--- src/hw/rtl/bpg_pkg.sv ---
package bpg_pkg;

    localparam int PHASE_W = 16;
    localparam int LEN_W   = 24;
    localparam int TOT_W   = 26;
    localparam int TANG_W  = 15;
    localparam int ANG_W   = 16;
    localparam int COORD_W = 24;
    localparam int QUO_W   = 16;
    localparam int FRAC_W  = QUO_W + 1;
    localparam int PROD_W  = PHASE_W + TOT_W;
    localparam int BND_W   = LEN_W + 3;
    localparam int REM_W   = LEN_W + QUO_W;
    localparam int ADDR_W  = 5;
    localparam int DATA_W  = 32;

    localparam logic [FRAC_W-1:0] FRAC_ONE = {1'b1, {QUO_W{1'b0}}};

    // CORDIC datapath
    localparam int GAIN_W  = 30;
    localparam logic [GAIN_W-1:0] GAIN_Q30 = 30'd652032874;
    localparam int GAIN_SH = 22;
    localparam int CX_W    = 36;
    localparam int CZ_W    = 34;
    localparam int CS_W    = 28;
    localparam int CS_SH   = 8;
    localparam int PT_W    = 30;

    typedef enum logic [2:0] {
        REG_RADIUS_LARGE    = 3'd0,
        REG_RADIUS_SMALL    = 3'd1,
        REG_CENTER_DISTANCE = 3'd2,
        REG_TANGENT_ANGLE   = 3'd3,
        REG_ARC_LARGE_LEN   = 3'd4,
        REG_STRAIGHT_LEN    = 3'd5,
        REG_ARC_SMALL_LEN   = 3'd6,
        REG_TOTAL_LEN       = 3'd7
    } t_reg_idx;

    typedef enum logic [1:0] {
        SEC_ARC_LARGE = 2'd0,
        SEC_UPPER     = 2'd1,
        SEC_ARC_SMALL = 2'd2,
        SEC_LOWER     = 2'd3
    } t_sec;

    typedef struct packed {
        logic [LEN_W-1:0]  radius_large;
        logic [LEN_W-1:0]  radius_small;
        logic [LEN_W-1:0]  center_distance;
        logic [TANG_W-1:0] tangent_angle;
        logic [LEN_W-1:0]  arc_large_length;
        logic [LEN_W-1:0]  straight_length;
        logic [LEN_W-1:0]  arc_small_length;
        logic [TOT_W-1:0]  total_length;
        logic [BND_W-1:0]  bnd0;
        logic [BND_W-1:0]  bnd1;
        logic [BND_W-1:0]  bnd2;
        logic [BND_W-1:0]  bnd3;
    } t_cfg;

    typedef struct packed {
        t_sec sec;
        logic past;
    } t_div_tag;

    typedef struct packed {
        t_sec              sec;
        logic [FRAC_W-1:0] f;
        logic [ANG_W-1:0]  ang;
    } t_pt_tag;

    // atan(2^-i) in turns * 2^32
    function automatic logic [31:0] atan_turns32(input int idx);
        logic [31:0] v;
        case (idx)
            0:  v = 32'd536870912;
            1:  v = 32'd316933406;
            2:  v = 32'd167458907;
            3:  v = 32'd85004756;
            4:  v = 32'd42667331;
            5:  v = 32'd21354465;
            6:  v = 32'd10679838;
            7:  v = 32'd5340245;
            8:  v = 32'd2670163;
            9:  v = 32'd1335087;
            10: v = 32'd667544;
            11: v = 32'd333772;
            12: v = 32'd166886;
            13: v = 32'd83443;
            14: v = 32'd41722;
            15: v = 32'd20861;
            16: v = 32'd10430;
            17: v = 32'd5215;
            18: v = 32'd2608;
            19: v = 32'd1304;
            20: v = 32'd652;
            21: v = 32'd326;
            22: v = 32'd163;
            23: v = 32'd81;
            default: v = 32'd0;
        endcase
        return v;
    endfunction

endpackage

--- src/hw/rtl/bpg_div.sv ---
// Restoring divider, one quotient bit per stage.
module bpg_div import bpg_pkg::*; (
    input  logic             i_clk,
    input  logic             i_rst_n,
    input  logic             i_en,
    input  logic             i_valid,
    input  logic [REM_W-1:0] i_rem,
    input  logic [LEN_W-1:0] i_len,
    input  t_div_tag         i_tag,
    output logic             o_valid,
    output logic [QUO_W-1:0] o_quo,
    output t_div_tag         o_tag
);

    logic [QUO_W-1:0] r_v;
    logic [REM_W-1:0] r_rem [QUO_W];
    logic [QUO_W-1:0] r_quo [QUO_W];
    logic [LEN_W-1:0] r_len [QUO_W];
    t_div_tag         r_tag [QUO_W];

    for (genvar g = 0; g < QUO_W; g++) begin : g_stage
        localparam int SH = QUO_W - 1 - g;
        logic             s_v;
        logic [REM_W-1:0] s_rem;
        logic [QUO_W-1:0] s_quo;
        logic [LEN_W-1:0] s_len;
        t_div_tag         s_tag;
        logic [REM_W-1:0] s_dvs;
        logic             s_ge;

        if (g == 0) begin : g_src
            assign s_v   = i_valid;
            assign s_rem = i_rem;
            assign s_quo = '0;
            assign s_len = i_len;
            assign s_tag = i_tag;
        end else begin : g_src
            assign s_v   = r_v[g-1];
            assign s_rem = r_rem[g-1];
            assign s_quo = r_quo[g-1];
            assign s_len = r_len[g-1];
            assign s_tag = r_tag[g-1];
        end

        assign s_dvs = REM_W'(s_len) << SH;
        assign s_ge  = (s_rem >= s_dvs);

        always_ff @(posedge i_clk) begin
            if (!i_rst_n) begin
                r_v[g] <= 1'b0;
            end else if (i_en) begin
                r_v[g] <= s_v;
            end
        end

        always_ff @(posedge i_clk) begin
            if (i_en) begin
                r_rem[g] <= s_ge ? (s_rem - s_dvs) : s_rem;
                r_quo[g] <= s_quo | (QUO_W'(s_ge) << SH);
                r_len[g] <= s_len;
                r_tag[g] <= s_tag;
            end
        end
    end

    assign o_valid = r_v[QUO_W-1];
    assign o_quo   = r_quo[QUO_W-1];
    assign o_tag   = r_tag[QUO_W-1];

endmodule

--- config.mk ---
export PLATFORM = sky130hd
export DESIGN_NAME = bpg_div
export DESIGN_NICKNAME = d
export VERILOG_FILES = /design/src/hw/rtl/bpg_pkg.sv /design/src/hw/rtl/bpg_div.sv
export SDC_FILE = /design/constraint.sdc
export NUM_CORES = 2
export LEC_CHECK = 0
export BUFFER_PORTS_ARGS = -buffer_cell sky130_fd_sc_hd__buf_2
export CORE_MARGIN = 2
export CORE_UTILIZATION = 55
export CTS_CLUSTER_DIAMETER = 40
export CTS_CLUSTER_SIZE = 16
export DETAILED_ROUTE_END_ITERATION = 10
export GPL_TIMING_DRIVEN = 0
export HOLD_SLACK_MARGIN = 0.03
export PLACE_DENSITY = 0.82
export SYNTH_ARGS = -nofsm -noshare
export SYNTH_HDL_FRONTEND = slang
export SYNTH_SLANG_ARGS = --single-unit
--- constraint.sdc ---
create_clock -name i_clk -period 7.6 [get_ports i_clk]
set_clock_uncertainty 0.1 [all_clocks]
set_input_delay 0 -clock i_clk [delete_from_list [all_inputs] [get_ports i_clk]]
set_output_delay 0 -clock i_clk [all_outputs]
set_load 0.05 [all_outputs]
== Word-level counts from Yosys, hierarchy flattened ==
Memory sizes are Yosys's and may differ from the RTL's.
Index checks and enable logic that the tools add are counted.
Word-level totals
  memories kept: 4
  bits in registers: 16
  output and inout bits: 20
  bits in writable memories: 1328
Memory list
  r_rem: depth 16, width 40, rd ports 15, clocked after memory_dff 0, write ports 16, RTL line bpg_div.sv:16  | logic [REM_W-1:0] r_rem [QUO_W];
  r_len: depth 16, width 24, rd ports 15, clocked after memory_dff 0, write ports 16, RTL line bpg_div.sv:18  | logic [LEN_W-1:0] r_len [QUO_W];
  r_quo: depth 16, width 16, rd ports 16, clocked after memory_dff 0, write ports 16, RTL line bpg_div.sv:17  | logic [QUO_W-1:0] r_quo [QUO_W];
  r_tag: depth 16, width 3, rd ports 16, clocked after memory_dff 0, write ports 16, RTL line bpg_div.sv:19  | t_div_tag r_tag [QUO_W];
Operators by class
  bitwise operators: 15
  $add $sub $neg: 16
  $lt $le $gt $ge: 16
  muxes and demuxes: 18
Operators with widths (number)
  $mux W40: 16
  $ge A40 B24 Y1: 1
  $ge A40 B25 Y1: 1
  $ge A40 B26 Y1: 1
  $ge A40 B27 Y1: 1
  $ge A40 B28 Y1: 1
  $ge A40 B29 Y1: 1
  $ge A40 B30 Y1: 1
  $ge A40 B31 Y1: 1
  $ge A40 B32 Y1: 1
  $ge A40 B33 Y1: 1
  $ge A40 B34 Y1: 1
  $ge A40 B35 Y1: 1
  $ge A40 B36 Y1: 1
  $ge A40 B37 Y1: 1
  $ge A40 B38 Y1: 1
  $ge A40 B39 Y1: 1
  $sub A40 B24 Y40: 1
  $sub A40 B25 Y40: 1
  $sub A40 B26 Y40: 1
  $sub A40 B27 Y40: 1
  $sub A40 B28 Y40: 1
  $sub A40 B29 Y40: 1
  $sub A40 B30 Y40: 1
  25 further kinds: 26

== Longest topological paths before layout ==
An unclocked memory read counts as a cell.
  word-level depth: 3
  gate-level depth with buffers: 14
  mapped depth without buffers: 14

== Worst setup path before layout ==
OpenSTA, ideal clock, no wires.
  kind: reg-to-reg
  start: mem r_rem[1][162] (netlist bit)
  end: mem r_rem[1][228] (netlist bit), data pin
  period minus slack after synthesis: 3.285 ns
  path slack: 4.315 ns
  buffers on the path: 1
  data arrival time: 2.914 ns
  cell stages (with the launch flop): 15
  required time: 7.229 ns
  library setup time: 0.271 ns
  path through: edfxtp_1 -> inv_1 -> ha_1 -> inv_1 -> fa_1 -> a211oi_1 -> o21ai_1 -> a41o_1 -> a21o_1 -> a21oi_1 -> nor3_1 -> or3_1 -> buf_2 -> nor4_1 -> xor2_1
RTL lines (RTL line)
  start: declaration: bpg_div.sv:16

==> run_results.csv <==
group,metric,value,unit
worst_setup_path,worstPathArrival,4.92,ns
yosys,async_flop_share,0,
clock_network,cts.repair_timing.setup_buffer_count,0,
power,power_per_cell_area,375,nW/µm²
yosys,syn_area_per_cell,11.4,µm²
yosys,synthesis.yosys.warnings,0,
route,vias,42200,
worst_setup_path,r2r_setup_slack,3.04,ns
yosys,synth-edff-count,1144,
clock_network,cts-htree-levels,4,
worst_setup_path,startpoint,"r_rem[0][271]$_DFFE_PP_",
finish,final_net_count,6265,
yosys,yosysSeqAreaShare,0.563,
power,leakage,28.0,nW
finish,fillers,8258,
hold_path,hold_path_origin,"i_en",
yosys,synth_ff_type,"edfxtp_1",
yosys,synth.cells.most_frequent,"1144 x edfxtp_1, 496 x inv_1, 444 x a21oi_1, 428 x nand2_1, 384 x ha_1",
finish,syn2layout_area_growth,15.7,%
finish,finish.utilization,0.643,
sta,layout_worst_path_cycle_share,0.601,
worst_setup_path,r2r-start,"r_rem[0][271]$_DFFE_PP_",
clock_network,clockBufferDepth,3,
floorplan,std_cell_rows,122,
floorplan,core_region_area,111000,µm²
sta,finalSetupTns,0,ns
sta,max_freq,219,MHz
outcome,status,"finished clean",
worst_setup_path,worstSetupEndpointType,"register",
yosys,synthDominantCellAreaShare,0.558,
clock_network,cts.sinks,1160,
clock_network,clk_root_buffer_cell,"clkbuf_16",
floorplan,initial_utilization,0.556,
route,wire_per_inst,18.1,µm
hold_path,timing.hold.worst_endpoint,"r_quo[1][116]$_DFFE_PP_",
finish,layout-drive-gt1-share,0.0882,
route,viasPerCell,5.68,
route,ant_nets,0,
hold_path,hold_path.class,"input port to register",
worst_setup_path,setup.worst_path.start_class,"register",
hold_path,min_path_cells,2,
route,detail_route.drc_violations,0,
floorplan,die-width,339,µm
yosys,synthMostInstantiatedCell,"edfxtp_1",
route,wirelength,135,mm
flow_run,max_cap_violations,0,
sta,worst-slew-pin-transition,1.10,ns
floorplan,dieArea,115000,µm²
placed_design,dp.final_hpwl,98.3,mm
placed_design,finalWeightedCongestion,0.967,
route,drt_pass_1_iters,6,
global_route,aggregate_global_route_resource_usage,0.233,
floorplan,num_io_pins,91,
route,drt_iter0_markers,2774,
sta,hold_viol,0,
global_route,largest_net_degree_at_the_start_of_global_routing,194,
floorplan,floorplan.die.height,339,µm
yosys,synthesis.instances,5383,
yosys,yosys_register_bits,1160,
clock_network,clock_insertion_delay_worst_skew,0.76,ns
placed_design,post-place-cells,6967,
worst_setup_path,crit-reg2reg-capture,"r_rem[0][306]$_DFFE_PP_",
yosys,synth.net_count,5853,
worst_setup_path,worstPathMaxFanout,10,
yosys,synth_area_leader_cell,"edfxtp_1",
finish,fin_cells,7420,
clock_network,clkSlewWorstSetupHoldPaths,0.05,ns
worst_setup_path,r2r.worst_path.cells,10,
sta,timing.final.setup_violations,0,
yosys,yosys.cell_types.count,90,
power,max-vdd-ir-drop,0.226,mV
placed_design,placement.io_buffers,90,
clock_network,cts_inserted_buffers,160,
worst_setup_path,timing.critical_path.required,7.95,ns
worst_setup_path,worstSetupPathType,"register to register",
clock_network,clock_tree_from_tritoncts,"built",
sta,final-max-slew-violation-count,0,
global_route,grt_remaining_overflow,0,
yosys,synth_top_cells_by_area,"edfxtp_1 56%, ha_1 7.8%, a21oi_1 3.6%",
sta,relSlewSlack,0.258,
global_route,grt_pass1_vias,43800,
yosys,mappedNetlistArea,61600,µm²
sta,grt_setup_unrepaired,"no",
sta,timing.final.crit_period,4.56,ns
global_route,grt_first_pass_wirelength,214,mm
global_route,antenna_found_initial,2,
[power breakdown]
part	internal, mW	switching [mW]	total, mW
combinational	3.93	5.31	9.24
sequential	8.97	0.783	9.75
clock	4.85	2.86	7.71
[flip-flops by register name, indices dropped and copies added (netlist names)]
signal / count
g_stage.s_v: 15
r_quo: 136
r_rem: 600
o_valid: 1
r_tag: 48
r_len: 360
[routing by layer]
metal / part of all wire / up-vias / wire, µm / GRT usage
li1: - / 20700 / - / -
met1: 0.33 / 19800 / 44500 / 0.205
met4: 0.080 / 0 / 10800 / 0.181
met2: 0.56 / 1178 / 75000 / 0.467
met5: 0 / - / 0 / 0
met3: 0.032 / 503 / 4360 / 0.0329
[metrics by stage]
stage | cell area, µm² | setup WS (ns) | power (mW) | hold WS [ns]
after floorplan | 61600 | 4.32 | 16.6 | -0.00113
after global placement | 63900 | -10.83 | 18.8 | 0.0777
after detailed placement | 64100 | 3.00 | 18.8 | 0.0791
after CTS | 71200 | 2.96 | 26.7 | 0.122
after global routing | 71200 | 2.86 | 28.3 | 0.156
final | 71200 | 3.04 | 26.7 | 0.146
[how the worst max path moves through the flow]
stage	endpoint	cells after the start
6_report	r_rem[0][306]$_DFFE_PP_	10
3_3_place_gp	g_stage[14].s_v$_SDFFE_PN0P_	5
5_1_grt	r_rem[0][270]$_DFFE_PP_	10
2_1_floorplan	r_rem[1][228]$_DFFE_PP_	14
3_5_place_dp	r_rem[0][288]$_DFFE_PP_	10
4_1_cts	r_rem[0][306]$_DFFE_PP_	10
[cell usage in the layout, fill, tap and decap left out, types with 51 or more instances in the layout]
master | netlist | routed
a21o_1 | 158 | 158
a21oi_1 | 444 | 444
buf_2 | 27 | 116
clkbuf_1 | 75 | 93
clkbuf_16 | 0 | 166
dlygate4sd3_1 | 0 | 154
edfxtp_1 | 1144 | 1144
ha_1 | 384 | 384
inv_1 | 496 | 496
mux2_2 | 60 | 60
nand2_1 | 428 | 428
nand2b_1 | 56 | 56
nand3_1 | 80 | 80
nand4_1 | 67 | 67
nor2_1 | 335 | 335
nor2b_1 | 78 | 78
nor3_1 | 83 | 83
o21a_1 | 51 | 51
o21ai_0 | 383 | 383
xnor2_1 | 218 | 218
xor2_1 | 178 | 178
[timing repair]
item	in CTS	in global routing
endpoints found under the hold margin	153	0
endpoints found under the setup margin	0	0
hold buffers	154	0
gates resized for setup	0	0
[worst max-delay path: stages, from the launching register on]
cell and delay (ns):
edfxtp_1 0.41, ha_1 0.39, nand4_1 0.30, nor3_1 0.97
and4_1 0.58, nor4_1 0.12, o211ai_1 0.13, a21oi_2 0.18
inv_2 0.33, clkbuf_1 0.59, a21oi_1 0.16
[logic make-up after synthesis]
kind of cell    share of synthesized area
compound gates                      0.138
xor+xnor                           0.0563
fa+ha+maj                          0.0829
buf+inv                            0.0379
flops                               0.563
mux                                0.0145
simple gates                        0.107
[final cells by class]
class / count / area, µm² / area share
clock inverter: 112 / 1370 / 0.0193
multi-input combinational: 3613 / 24600 / 0.345
antenna: 1 / 2.50 / 0.0000351
timing repair buffer: 250 / 2170 / 0.0305
tap: 1488 / 1860 / 0.0261
clock buffer: 186 / 4250 / 0.0596
buffer: 111 / 462 / 0.00648
sequential: 1160 / 34700 / 0.487
inverter: 499 / 1870 / 0.0263
Power figures use the tool's default switching activity.
