<file path="config.mk">
export PLATFORM = sky130hd
export DESIGN_NAME = bpg_cfg
export DESIGN_NICKNAME = d
export VERILOG_FILES = /design/src/hw/rtl/bpg_pkg.sv /design/src/hw/rtl/bpg_cfg.sv
export SDC_FILE = /design/constraint.sdc
export NUM_CORES = 1
export LEC_CHECK = 0
export BUFFER_PORTS_ARGS = -buffer_cell sky130_fd_sc_hd__buf_2
export CAP_MARGIN = 20
export CORE_MARGIN = 10
export CORE_UTILIZATION = 55
export DETAILED_ROUTE_END_ITERATION = 8
export GPL_ROUTABILITY_DRIVEN = 0
export MAX_ROUTING_LAYER = met4
export PLACE_DENSITY = 0.82
export SLEW_MARGIN = 10
export SYNTH_ARGS = -nofsm -noshare
export SYNTH_HDL_FRONTEND = slang
export SYNTH_SLANG_ARGS = --single-unit
</file>
<file path="constraint.sdc">
create_clock -name i_clk -period 6.45 [get_ports i_clk]
set_input_delay 0.645 -clock i_clk [delete_from_list [all_inputs] [get_ports i_clk]]
set_output_delay 0.645 -clock i_clk [all_outputs]
set_load 0.05 [all_outputs]
</file>
<file path="src/hw/rtl/bpg_pkg.sv">
package bpg_pkg;

    localparam int PHASE_W = 16;
    localparam int LEN_W   = 24;
    localparam int TOT_W   = 26;
    localparam int TANG_W  = 15;
    localparam int ANG_W   = 16;
    localparam int COORD_W = 24;
    localparam int QUO_W   = 16;
    localparam int FRAC_W  = QUO_W + 1;
    localparam int PROD_W  = PHASE_W + TOT_W;
    localparam int BND_W   = LEN_W + 3;
    localparam int REM_W   = LEN_W + QUO_W;
    localparam int ADDR_W  = 5;
    localparam int DATA_W  = 32;

    localparam logic [FRAC_W-1:0] FRAC_ONE = {1'b1, {QUO_W{1'b0}}};

    // CORDIC datapath
    localparam int GAIN_W  = 30;
    localparam logic [GAIN_W-1:0] GAIN_Q30 = 30'd652032874;
    localparam int GAIN_SH = 22;
    localparam int CX_W    = 36;
    localparam int CZ_W    = 34;
    localparam int CS_W    = 28;
    localparam int CS_SH   = 8;
    localparam int PT_W    = 30;

    typedef enum logic [2:0] {
        REG_RADIUS_LARGE    = 3'd0,
        REG_RADIUS_SMALL    = 3'd1,
        REG_CENTER_DISTANCE = 3'd2,
        REG_TANGENT_ANGLE   = 3'd3,
        REG_ARC_LARGE_LEN   = 3'd4,
        REG_STRAIGHT_LEN    = 3'd5,
        REG_ARC_SMALL_LEN   = 3'd6,
        REG_TOTAL_LEN       = 3'd7
    } t_reg_idx;

    typedef enum logic [1:0] {
        SEC_ARC_LARGE = 2'd0,
        SEC_UPPER     = 2'd1,
        SEC_ARC_SMALL = 2'd2,
        SEC_LOWER     = 2'd3
    } t_sec;

    typedef struct packed {
        logic [LEN_W-1:0]  radius_large;
        logic [LEN_W-1:0]  radius_small;
        logic [LEN_W-1:0]  center_distance;
        logic [TANG_W-1:0] tangent_angle;
        logic [LEN_W-1:0]  arc_large_length;
        logic [LEN_W-1:0]  straight_length;
        logic [LEN_W-1:0]  arc_small_length;
        logic [TOT_W-1:0]  total_length;
        logic [BND_W-1:0]  bnd0;
        logic [BND_W-1:0]  bnd1;
        logic [BND_W-1:0]  bnd2;
        logic [BND_W-1:0]  bnd3;
    } t_cfg;

    typedef struct packed {
        t_sec sec;
        logic past;
    } t_div_tag;

    typedef struct packed {
        t_sec              sec;
        logic [FRAC_W-1:0] f;
        logic [ANG_W-1:0]  ang;
    } t_pt_tag;

    // atan(2^-i) in turns * 2^32
    function automatic logic [31:0] atan_turns32(input int idx);
        logic [31:0] v;
        case (idx)
            0:  v = 32'd536870912;
            1:  v = 32'd316933406;
            2:  v = 32'd167458907;
            3:  v = 32'd85004756;
            4:  v = 32'd42667331;
            5:  v = 32'd21354465;
            6:  v = 32'd10679838;
            7:  v = 32'd5340245;
            8:  v = 32'd2670163;
            9:  v = 32'd1335087;
            10: v = 32'd667544;
            11: v = 32'd333772;
            12: v = 32'd166886;
            13: v = 32'd83443;
            14: v = 32'd41722;
            15: v = 32'd20861;
            16: v = 32'd10430;
            17: v = 32'd5215;
            18: v = 32'd2608;
            19: v = 32'd1304;
            20: v = 32'd652;
            21: v = 32'd326;
            22: v = 32'd163;
            23: v = 32'd81;
            default: v = 32'd0;
        endcase
        return v;
    endfunction

endpackage

</file>
<file path="src/hw/rtl/bpg_cfg.sv">
module bpg_cfg import bpg_pkg::*; (
    input  logic              i_clk,
    input  logic              i_rst_n,
    input  logic              psel,
    input  logic              penable,
    input  logic              pwrite,
    input  logic [ADDR_W-1:0] paddr,
    input  logic [DATA_W-1:0] pwdata,
    output logic [DATA_W-1:0] prdata,
    output logic              pready,
    output t_cfg              o_cfg
);

    logic [LEN_W-1:0]  r_radius_large, r_radius_small, r_center_distance;
    logic [TANG_W-1:0] r_tangent_angle;
    logic [LEN_W-1:0]  r_arc_large, r_straight, r_arc_small;
    logic [TOT_W-1:0]  r_total;
    logic [BND_W-1:0]  r_bnd0, r_bnd1, r_bnd2, r_bnd3;
    t_reg_idx          s_idx;
    logic              s_wr;

    assign s_idx  = t_reg_idx'(paddr[ADDR_W-1:2]);
    assign s_wr   = psel && penable && pwrite;
    assign pready = 1'b1;

    always_ff @(posedge i_clk) begin
        if (!i_rst_n) begin
            r_radius_large    <= '0;
            r_radius_small    <= '0;
            r_center_distance <= '0;
            r_tangent_angle   <= '0;
            r_arc_large       <= '0;
            r_straight        <= '0;
            r_arc_small       <= '0;
            r_total           <= '0;
        end else if (s_wr) begin
            unique case (s_idx)
                REG_RADIUS_LARGE:    r_radius_large    <= pwdata[LEN_W-1:0];
                REG_RADIUS_SMALL:    r_radius_small    <= pwdata[LEN_W-1:0];
                REG_CENTER_DISTANCE: r_center_distance <= pwdata[LEN_W-1:0];
                REG_TANGENT_ANGLE:   r_tangent_angle   <= pwdata[TANG_W-1:0];
                REG_ARC_LARGE_LEN:   r_arc_large       <= pwdata[LEN_W-1:0];
                REG_STRAIGHT_LEN:    r_straight        <= pwdata[LEN_W-1:0];
                REG_ARC_SMALL_LEN:   r_arc_small       <= pwdata[LEN_W-1:0];
                REG_TOTAL_LEN:       r_total           <= pwdata[TOT_W-1:0];
                default: ;
            endcase
        end
    end

    // section end points along the path, kept registered
    always_ff @(posedge i_clk) begin
        if (!i_rst_n) begin
            r_bnd0 <= '0;
            r_bnd1 <= '0;
            r_bnd2 <= '0;
            r_bnd3 <= '0;
        end else begin
            r_bnd0 <= BND_W'(r_arc_large);
            r_bnd1 <= BND_W'(r_arc_large) + BND_W'(r_straight);
            r_bnd2 <= BND_W'(r_arc_large) + BND_W'(r_straight) + BND_W'(r_arc_small);
            r_bnd3 <= BND_W'(r_arc_large) + BND_W'(r_arc_small)
                      + (BND_W'(r_straight) << 1);
        end
    end

    always_comb begin
        prdata = '0;
        unique case (s_idx)
            REG_RADIUS_LARGE:    prdata = DATA_W'(r_radius_large);
            REG_RADIUS_SMALL:    prdata = DATA_W'(r_radius_small);
            REG_CENTER_DISTANCE: prdata = DATA_W'(r_center_distance);
            REG_TANGENT_ANGLE:   prdata = DATA_W'(r_tangent_angle);
            REG_ARC_LARGE_LEN:   prdata = DATA_W'(r_arc_large);
            REG_STRAIGHT_LEN:    prdata = DATA_W'(r_straight);
            REG_ARC_SMALL_LEN:   prdata = DATA_W'(r_arc_small);
            REG_TOTAL_LEN:       prdata = DATA_W'(r_total);
            default:             prdata = '0;
        endcase
    end

    assign o_cfg.radius_large     = r_radius_large;
    assign o_cfg.radius_small     = r_radius_small;
    assign o_cfg.center_distance  = r_center_distance;
    assign o_cfg.tangent_angle    = r_tangent_angle;
    assign o_cfg.arc_large_length = r_arc_large;
    assign o_cfg.straight_length  = r_straight;
    assign o_cfg.arc_small_length = r_arc_small;
    assign o_cfg.total_length     = r_total;
    assign o_cfg.bnd0             = r_bnd0;
    assign o_cfg.bnd1             = r_bnd1;
    assign o_cfg.bnd2             = r_bnd2;
    assign o_cfg.bnd3             = r_bnd3;

endmodule

</file>
# Word level (Yosys, flattened, before mapping)
# Cells that the tools add are included.
[word_totals]
register_bits = 293
inputBits = 42
out_inout_bits = 326
elab_cells = 36
[op_classes]
add_sub_neg = 4
n_eq_ne = 7
muxes = 1
n_reduce_logical = 11
[op_table]
columns = ["operator", "count"]
rows = [
  ["one-hot mux 32 bit (8 select lines)", 1],
  ["adder 24 x 24 -> 25 bit", 2],
  ["adder 25 x 24 -> 26 bit", 1],
  ["adder 25 x 25 -> 26 bit", 1],
  ["AND reduction 2 bit", 8],
  ["equality test 3 bit (second input constant)", 4],
  ["equality test 3 x 2 -> 1 bit (second input constant)", 2],
  ["equality test 3 x 1 -> 1 bit (second input constant)", 1],
  ["zero test 3 bit", 1],
  ["logical AND 1 bit", 2],
]

# Depth between registers and ports, before layout
# Gate-level depths: netlist of run 1.
[logic_depth]
depth_word = 3
depth_mapped = 19
ltp_nobuf = 18

# Least setup slack after synthesis of run 1
# Ideal clock, no wire load.
[synth_path]
kind = "reg-to-reg"
startpoint = "reg r_straight[0]"
endpoint = "reg r_bnd2[19]"
setup_ps = 72
t_arrival_ps = 4106
required_ps = 6378
slack_ps = 2273
stages_incl_launch_ff = 20
path_buffers = 1
period_less_slack_ps = 4177
cell_sequence = "dfxtp_1 -> ha_1 -> inv_1 -> fa_1 -> nor2b_1 -> o31a_1 -> o21a_1 -> o21a_1 -> o21ai_0 -> a21boi_0 -> nor2_1 -> ha_1 -> buf_6 -> a21oi_4 -> o221ai_2 -> a21o_1 -> a311oi_4 -> o211ai_1 -> a31oi_1 -> mux2i_1"
[synth_via]
elab_chain_cells = 2
[synth_rtl]
columns = ["element", "line", "source"]
rows = [
  ["from (decl)", "bpg_cfg.sv:16", "logic [LEN_W-1:0] r_arc_large, r_straight, r_arc_small;"],
  ["from (signal assigned)", "bpg_cfg.sv:43", "REG_STRAIGHT_LEN: r_straight <= pwdata[LEN_W-1:0];"],
  ["adder 24 x 24 -> 25 bit", "bpg_cfg.sv:61", "r_bnd2 <= BND_W'(r_arc_large) + BND_W'(r_straight) + BND_W'(r_arc_small);"],
  ["adder 25 x 24 -> 26 bit", "bpg_cfg.sv:61", ""],
  ["to (signal assigned)", "bpg_cfg.sv:61", ""],
  ["to (decl)", "bpg_cfg.sv:18", "logic [BND_W-1:0] r_bnd0, r_bnd1, r_bnd2, r_bnd3;"],
]
# No other way between the ends.
# A chain may end at the register's enable or synchronous reset.

# Final worst setup path of run 1
[layout_path]
startpoint = "reg r_arc_large[0]"
endpoint = "reg r_bnd2[23]"
[layout_via]
elab_chain_cells = 2
[layout_rtl]
columns = ["element", "line", "source"]
rows = [
  ["from (decl)", "bpg_cfg.sv:16", ""],
  ["from (signal assigned)", "bpg_cfg.sv:42", "REG_ARC_LARGE_LEN: r_arc_large <= pwdata[LEN_W-1:0];"],
  ["adder 24 x 24 -> 25 bit", "bpg_cfg.sv:61", ""],
  ["adder 25 x 24 -> 26 bit", "bpg_cfg.sv:61", ""],
]
# No other way between the ends.

==> results of run 1 <==
## flip-flops by register name, summed over array words and instances (netlist names)
register	count
r_bnd2	26
r_total	26
r_bnd1	25
r_bnd3	26
r_center_distance	24
r_straight	24
r_bnd0	24
r_radius_small	24
r_tangent_angle	15
r_radius_large	24
r_arc_large	24
r_arc_small	24
## metrics by stage
step | hold WS [ps] | total power (W)
floorplan | 680.5 | 0.002060
global placement | 450.9 | 0.002137
detailed placement | 458.5 | 0.002141
CTS | 314.5 | 0.003982
global route | 331.9 | 0.004079
finish | 320.0 | 0.003981
## path summary, 6_finish.rpt
path | endpoint | slack, ps
setup / recovery | r_bnd2[23] | 1670
hold / removal | r_total[25] | 320
setup reg to reg | r_bnd2[23] | 1670
hold reg to reg | r_radius_large[16] | 470
## layout by cell type, fill, tap and decap left out, drive strengths merged, types with 8 or more instances in the layout
cell type	instances
a22oi	10
nand2	445
a21oi	266
mux2	14
mux2i	28
o21ai	58
xnor2	23
clkinv	13
nor2	119
a221oi	9
fa	26
nand2b	9
buf	362
dfxtp	286
o211ai	8
nor2b	9
nand3	19
o21a	15
mux4	10
conb	14
o22ai	14
a31oi	10
and3	10
a211oi	13
inv	47
nor3	38
and2	44
ha	74
clkbuf	39
xor2	17
a21o	26
## logic make-up (layout without fill, tap and decap cells)
kind of cell / after synthesis / in the layout / share of synthesized area (%)
AO/OA/AOI/OAI: 485 / 485 / 20.02
adder cells (fa/ha/maj): 100 / 100 / 9.642
buffers and inverters: 172 / 467 / 4.921
XOR/XNOR: 40 / 40 / 2.335
AND/OR/NAND/NOR: 720 / 720 / 20.44
other: 2 / 15 / 0.05006
flip-flops: 286 / 286 / 38.17
multiplexers: 52 / 52 / 4.421
## worst max-delay path, stage by stage (launching register included)
cell      delay [ps]
dfxtp_1          470
ha_1             270
inv_1             70
fa_1             410
nor2b_1          200
o31a_1           200
o21a_1           150
o21a_1           160
o21ai_0           90
a21boi_0         250
nor2_1            80
ha_1             470
nand3_1          150
o221ai_2         240
a21o_1           220
a31oi_1          120
o41ai_1          680
a21oi_1          170
a211oi_1         250
## metal layers
metal	vias to the layer above	routed length, um	global-route usage (%)
li1	6910	-	-
met1	6996	21540	39.00
met4	0	2212	12.00
met2	970	24540	48.87
met5	-	0	-
met3	172	6535	8.033
## power by group
part           internal (W)  total, W  switching [W]  leakage, nW
registers           0.00178   0.00179      0.0000136         2.31
clock network       0.00112   0.00187       0.000749        0.545
logic             0.0000666  0.000315       0.000248         5.31
## final cells by class
class | instances | area [um2] | area share, %
tap | 341 | 426.7 | 2.384
clock inverter | 19 | 222.7 | 1.245
sequential | 286 | 5725 | 32.00
inverter | 47 | 181.4 | 1.014
multi-input combinational | 1411 | 8605 | 48.09
clock buffer | 39 | 875.8 | 4.895
timing repair buffer | 362 | 1854 | 10.36
antenna | 1 | 2.502 | 0.01399
## Yosys cell counts, drive strengths merged, types with 5 or more instances
master	instances
nand2	445
dfxtp	286
a21oi	266
nor2	119
clkbuf	93
ha	74
o21ai	58
inv	46
and2	44
nor3	38
buf	32
mux2i	28
a21o	26
fa	26
xnor2	23
nand3	19
xor2	17
o21a	15
mux2	14
o22ai	14
a211oi	13
a22oi	10
a31oi	10
and3	10
mux4	10
a221oi	9
nand2b	9
nor2b	9
o211ai	8
nand4	7
nor4	7
o22a	7
a21boi	6
a211o	5
o31a	5
==> metrics.yaml, run 1 <==
yosys:
  syn_area_um2: 15000
  yosys_warnings: 0
  synth_edf_count: 0
  synthArstFlopShare_pct: 0
  yosys.area.top_type: "dfxtp_1"
  ys_seq_elements: 286
  synth_cells: 1857
  yosysUniqueCellTypes: 80
  synth_top_area_share_pct: 38.17
  avgSynthCellArea_um2: 8.078
  synthTopCellsByArea: "dfxtp_1, nand2_1, a21oi_1, ha_1, fa_1"
  synth_flop_cell: "dfxtp_1"
  yosysSeqAreaShare_pct: 38.17
floorplan:
  boundaryPins: 368
  die_w_um: 185.2
  die_h_um: 185.2
  start_util_pct: 55.81
  rows: 60
  die_area_um2: 34280
  core_area_um2: 26880
hold_path:
  hold_path.class: "input port to register"
  hold_start: "pwdata[25]"
  hold_depth: 3
clock_tree:
  cts_max_level: 1
  cts_resized: 0
  root_buffer: "clkbuf_16"
  path_clk_slew_ps: 60
  cts_tree: "done"
  cts_made_buffers: 31
  cts_setup_buffers: 0
  clk_latency_ps: 570
  hold_buffers: 0
  cts.path.max_buffers: 3
  cts_sinks: 286
setup_path:
  reg2reg_from: "r_arc_large[0]"
  rr_worst_depth: 18
  path_max_fanout: 8
  start_kind: "register"
  crit_path_end_kind: "register"
  required_ps: 6920
  crit_arrival_ps: 5240
  crit_start: "r_arc_large[0]"
  critPathKind: "register to register"
placed_design:
  dp_hpwl_um: 40490
  placed_area_um2: 16790
  dpl.cell_count: 2447
  io_buffers: 345
  preCtsSetupSlack_ps: 1869
global_routing:
  antenna_found_initial: 1
  grt_start_max_net_pins: 116
  grt_pass1_wl_um: 83020
  grt_pass1_vias: 14441
  grt_usage_pct: 31.58
  grt-ovfl-total: 0
timing:
  skew_ps: 10.99
  grt_setup_unrepaired: "false"
  fmax_mhz: 209.3
  slew_headroom_pct: 26.93
  fin_crit_sh_pct: 74.07
  hold_violations: 0
  tightest_slew_ps: 1093
  setup_violations: 0
  period_needed_ps: 4778
  setup_slack_ps: 1672
  tns_ps: 0
  drv_slew: 0
drt:
  drt_wl_total_um: 54820
  antenna_left: 0
  vias: 15048
  wl_per_cell_um: 21.88
  first_pass_iters: 6
  drt-initial-drc-count: 1582
  via_per_inst: 6.005
  drc: 0
pwr:
  p_per_area_nw_per_um2: 222.5
  peakVddDrop_mv: 0.2529
  cellLeakagePower_nw: 8.164
flow_run:
  drv_cap: 0
cells_and_area:
  fin_cells: 2506
  drive_gt1_share_pct: 22.00
  utilization_pct: 66.58
  nFillCells: 2250
  area_growth_pct: 19.28
  nets: 2281
  finalInstanceArea_um2: 17890
run_status:
  outcome: "complete, no violations"
Power figures use the tool's default switching activity.
==> inputs of run 2 (changes only) <==
Settings changed: ABC_AREA set to 1, PLACE_DENSITY 0.82 to 0.81.
Clock period 6.45 ns to 4.5 ns, I/O delays scaled along.
==> run 2 against run 1 <==
  * Die area increased by 7.0%
  * Design area is 5.8% higher
  * Largest power group is now sequential cells
  * Flip-flop and latch count stayed put
  * Critical endpoint is now r_bnd2[12]
  * Non-clock buffer count shrank 12
  * Power rose by 42%
  * Clock skew is 3.0 ps higher
  * Critical path depth up 1
==> metrics.yaml, run 2 <==
timing:
  tns_ps: 0
  skew_ps: 13.99
  setup_violations: 0
  period_needed_ps: 3921
  setup_slack_ps: 578.8
  drv_slew: 0
  grt_setup_unrepaired: "false"
  fmax_mhz: 255.0
  slew_headroom_pct: 27.22
  fin_crit_sh_pct: 87.14
  hold_violations: 0
  tightest_slew_ps: 1090
yosys:
  synthArstFlopShare_pct: 0
  synthSimpleGateAreaFrac_pct: 31.35
  yosys.area.top_type: "dfxtp_1"
  synthTopCellsByArea: "dfxtp_1, nand2_1, nor2_1, inv_1, o21ai_0"
  synth_compound_area_share_pct: 12.57
  synth_fa_ha_area_share_pct: 8.936
  synth-xor-area-share_pct: 0.5952
  syn_area_um2: 16190
  synth_top_family_by_area: "simple AND/OR/NAND/NOR gates"
  ys_seq_elements: 286
  avgSynthCellArea_um2: 6.553
  yosysSeqAreaShare_pct: 35.37
  synth_top_area_share_pct: 35.37
  yosys_warnings: 0
  synth_edf_count: 0
  yosysUniqueCellTypes: 40
  synth.most_common_cell: "nand2_1"
  synthMuxAreaShare_pct: 0
  synth_cells: 2470
  synth_flop_cell: "dfxtp_1"
  yosys-top-cells-count: "nand2_1, nor2_1, inv_1, dfxtp_1, o21ai_0"
setup_path:
  start_kind: "register"
  required_ps: 4980
  crit_arrival_ps: 4400
  crit_path_end_kind: "register"
  path_max_fanout: 5
  critPathKind: "register to register"
  rrSetupSlack_ps: 580
global_routing:
  grt_pass1_wl_um: 91800
  grt_start_max_net_pins: 127
  antenna_found_initial: 1
  grt_pass1_vias: 16489
  grt_usage_pct: 32.24
  grt-ovfl-total: 0
clock_tree:
  cts_max_level: 1
  cts_tree: "done"
  path_clk_slew_ps: 60
  root_buffer: "clkbuf_16"
  hold_buffers: 0
  cts_made_buffers: 29
  cts_sinks: 286
  cts_setup_buffers: 0
  cts.path.max_buffers: 3
  clk_latency_ps: 570
  cts_resized: 0
flow_run:
  drv_cap: 0
cells_and_area:
  largest_registers: "r_bnd2: 26 flops, r_bnd3: 26 flops, r_total: 26 flops"
  nets: 2900
  area_growth_pct: 16.99
  final_common_cell: "nand2_1"
  layout_common_cells: "nand2_1, nor2_1, buf_2, inv_1, dfxtp_1"
  drive_gt1_share_pct: 16.12
drt:
  vias: 17608
  drt-initial-drc-count: 1864
  via_per_inst: 5.563
  drc: 0
  wl_per_cell_um: 18.88
  first_pass_iters: 6
  antenna_left: 0
  drt_wl_total_um: 59750
run_status:
  outcome: "complete, no violations"
hold_path:
  hold_path.class: "input port to register"
floorplan:
  rows: 62
  boundaryPins: 368
  die_h_um: 191.5
  core_area_um2: 28860
  die_w_um: 191.5
  start_util_pct: 56.09
  die_area_um2: 36690
pwr:
  p_per_area_nw_per_um2: 297.9
  cellLeakagePower_nw: 10.91
  peakVddDrop_mv: 0.2767
placed_design:
  dp_hpwl_um: 45550
  io_buffers: 345
  preCtsSetupSlack_ps: 874.9
-- run 2: cell families after synthesis --
logic type | Yosys count
AO/OA/AOI/OAI | 363
XOR/XNOR | 11
adder cells (fa/ha/maj) | 100
buffers and inverters | 437
flip-flops | 286
other | 2
AND/OR/NAND/NOR | 1271
-- run 2: critical path: stages, from the launching register on --
cell and delay, ps:
dfxtp_1 490, ha_1 310, inv_1 80, fa_1 360, inv_1 180, nand3_1 130
nand3_1 180, nand2_1 80, nand2_1 170, xor2_1 230, inv_1 70, ha_1 350
nand2_1 120, nor2_1 270, nand3_1 160, nand2_1 220, nand2_1 70, nand2_1 80
o21ai_0 70, a21oi_1 210
-- run 2: worst paths after layout --
path	startpoint	endpoint	cells past startpoint
setup reg to reg	r_straight[0]	r_bnd2[12]	19
hold reg to reg	r_total[25]	r_total[25]	2
setup / recovery	r_straight[0]	r_bnd2[12]	19
hold / removal	pwdata[24]	r_total[24]	3
-- run 2: metal layers --
| metal | vias to the layer above | share of wire [%] | global-route usage (%) | wire, um |
|---|---|---|---|---|
| li1 | 8246 | - | - | - |
| met1 | 7999 | 38 | 39.22 | 22590 |
| met2 | 1164 | 45 | 50.34 | 26800 |
| met3 | 199 | 12 | 7.034 | 7428 |
| met4 | 0 | 4.9 | 14.69 | 2928 |
| met5 | - | 0 | - | 0 |
-- run 2: through the flow --
stage | cells | hold slack, ps | instance area [um2] | util, % | total power, W
after floorplan | 2482 | 584.9 | 16230 | - | 0.002997
after global placement | 3111 | 453.6 | 17930 | 62.12 | 0.003122
after detailed placement | 3111 | 465.7 | 17930 | 62.12 | 0.003128
after CTS | 3163 | 166.3 | 18930 | 65.60 | 0.005637
after global routing | 3164 | 187.0 | 18930 | 65.61 | 0.005772
final | 3165 | 170.8 | 18940 | 65.62 | 0.005641
-- run 2: report_power, final --
part	internal, W	switching [W]	total [W]
Clock	0.00151	0.00105	0.00256
Combinational	0.0000960	0.000385	0.000481
Sequential	0.00257	0.0000368	0.00260
-- run 2: layout make-up --
class	instances	area, um2
well taps	384	480.5
clock buffers	40	827.0
diodes	2	5.005
repair buffers	350	1770
fillers	2590	9922
inverters	332	1246
multi-input cells	1759	8705
clock inverters	12	176.4
flip-flops and latches	286	5725
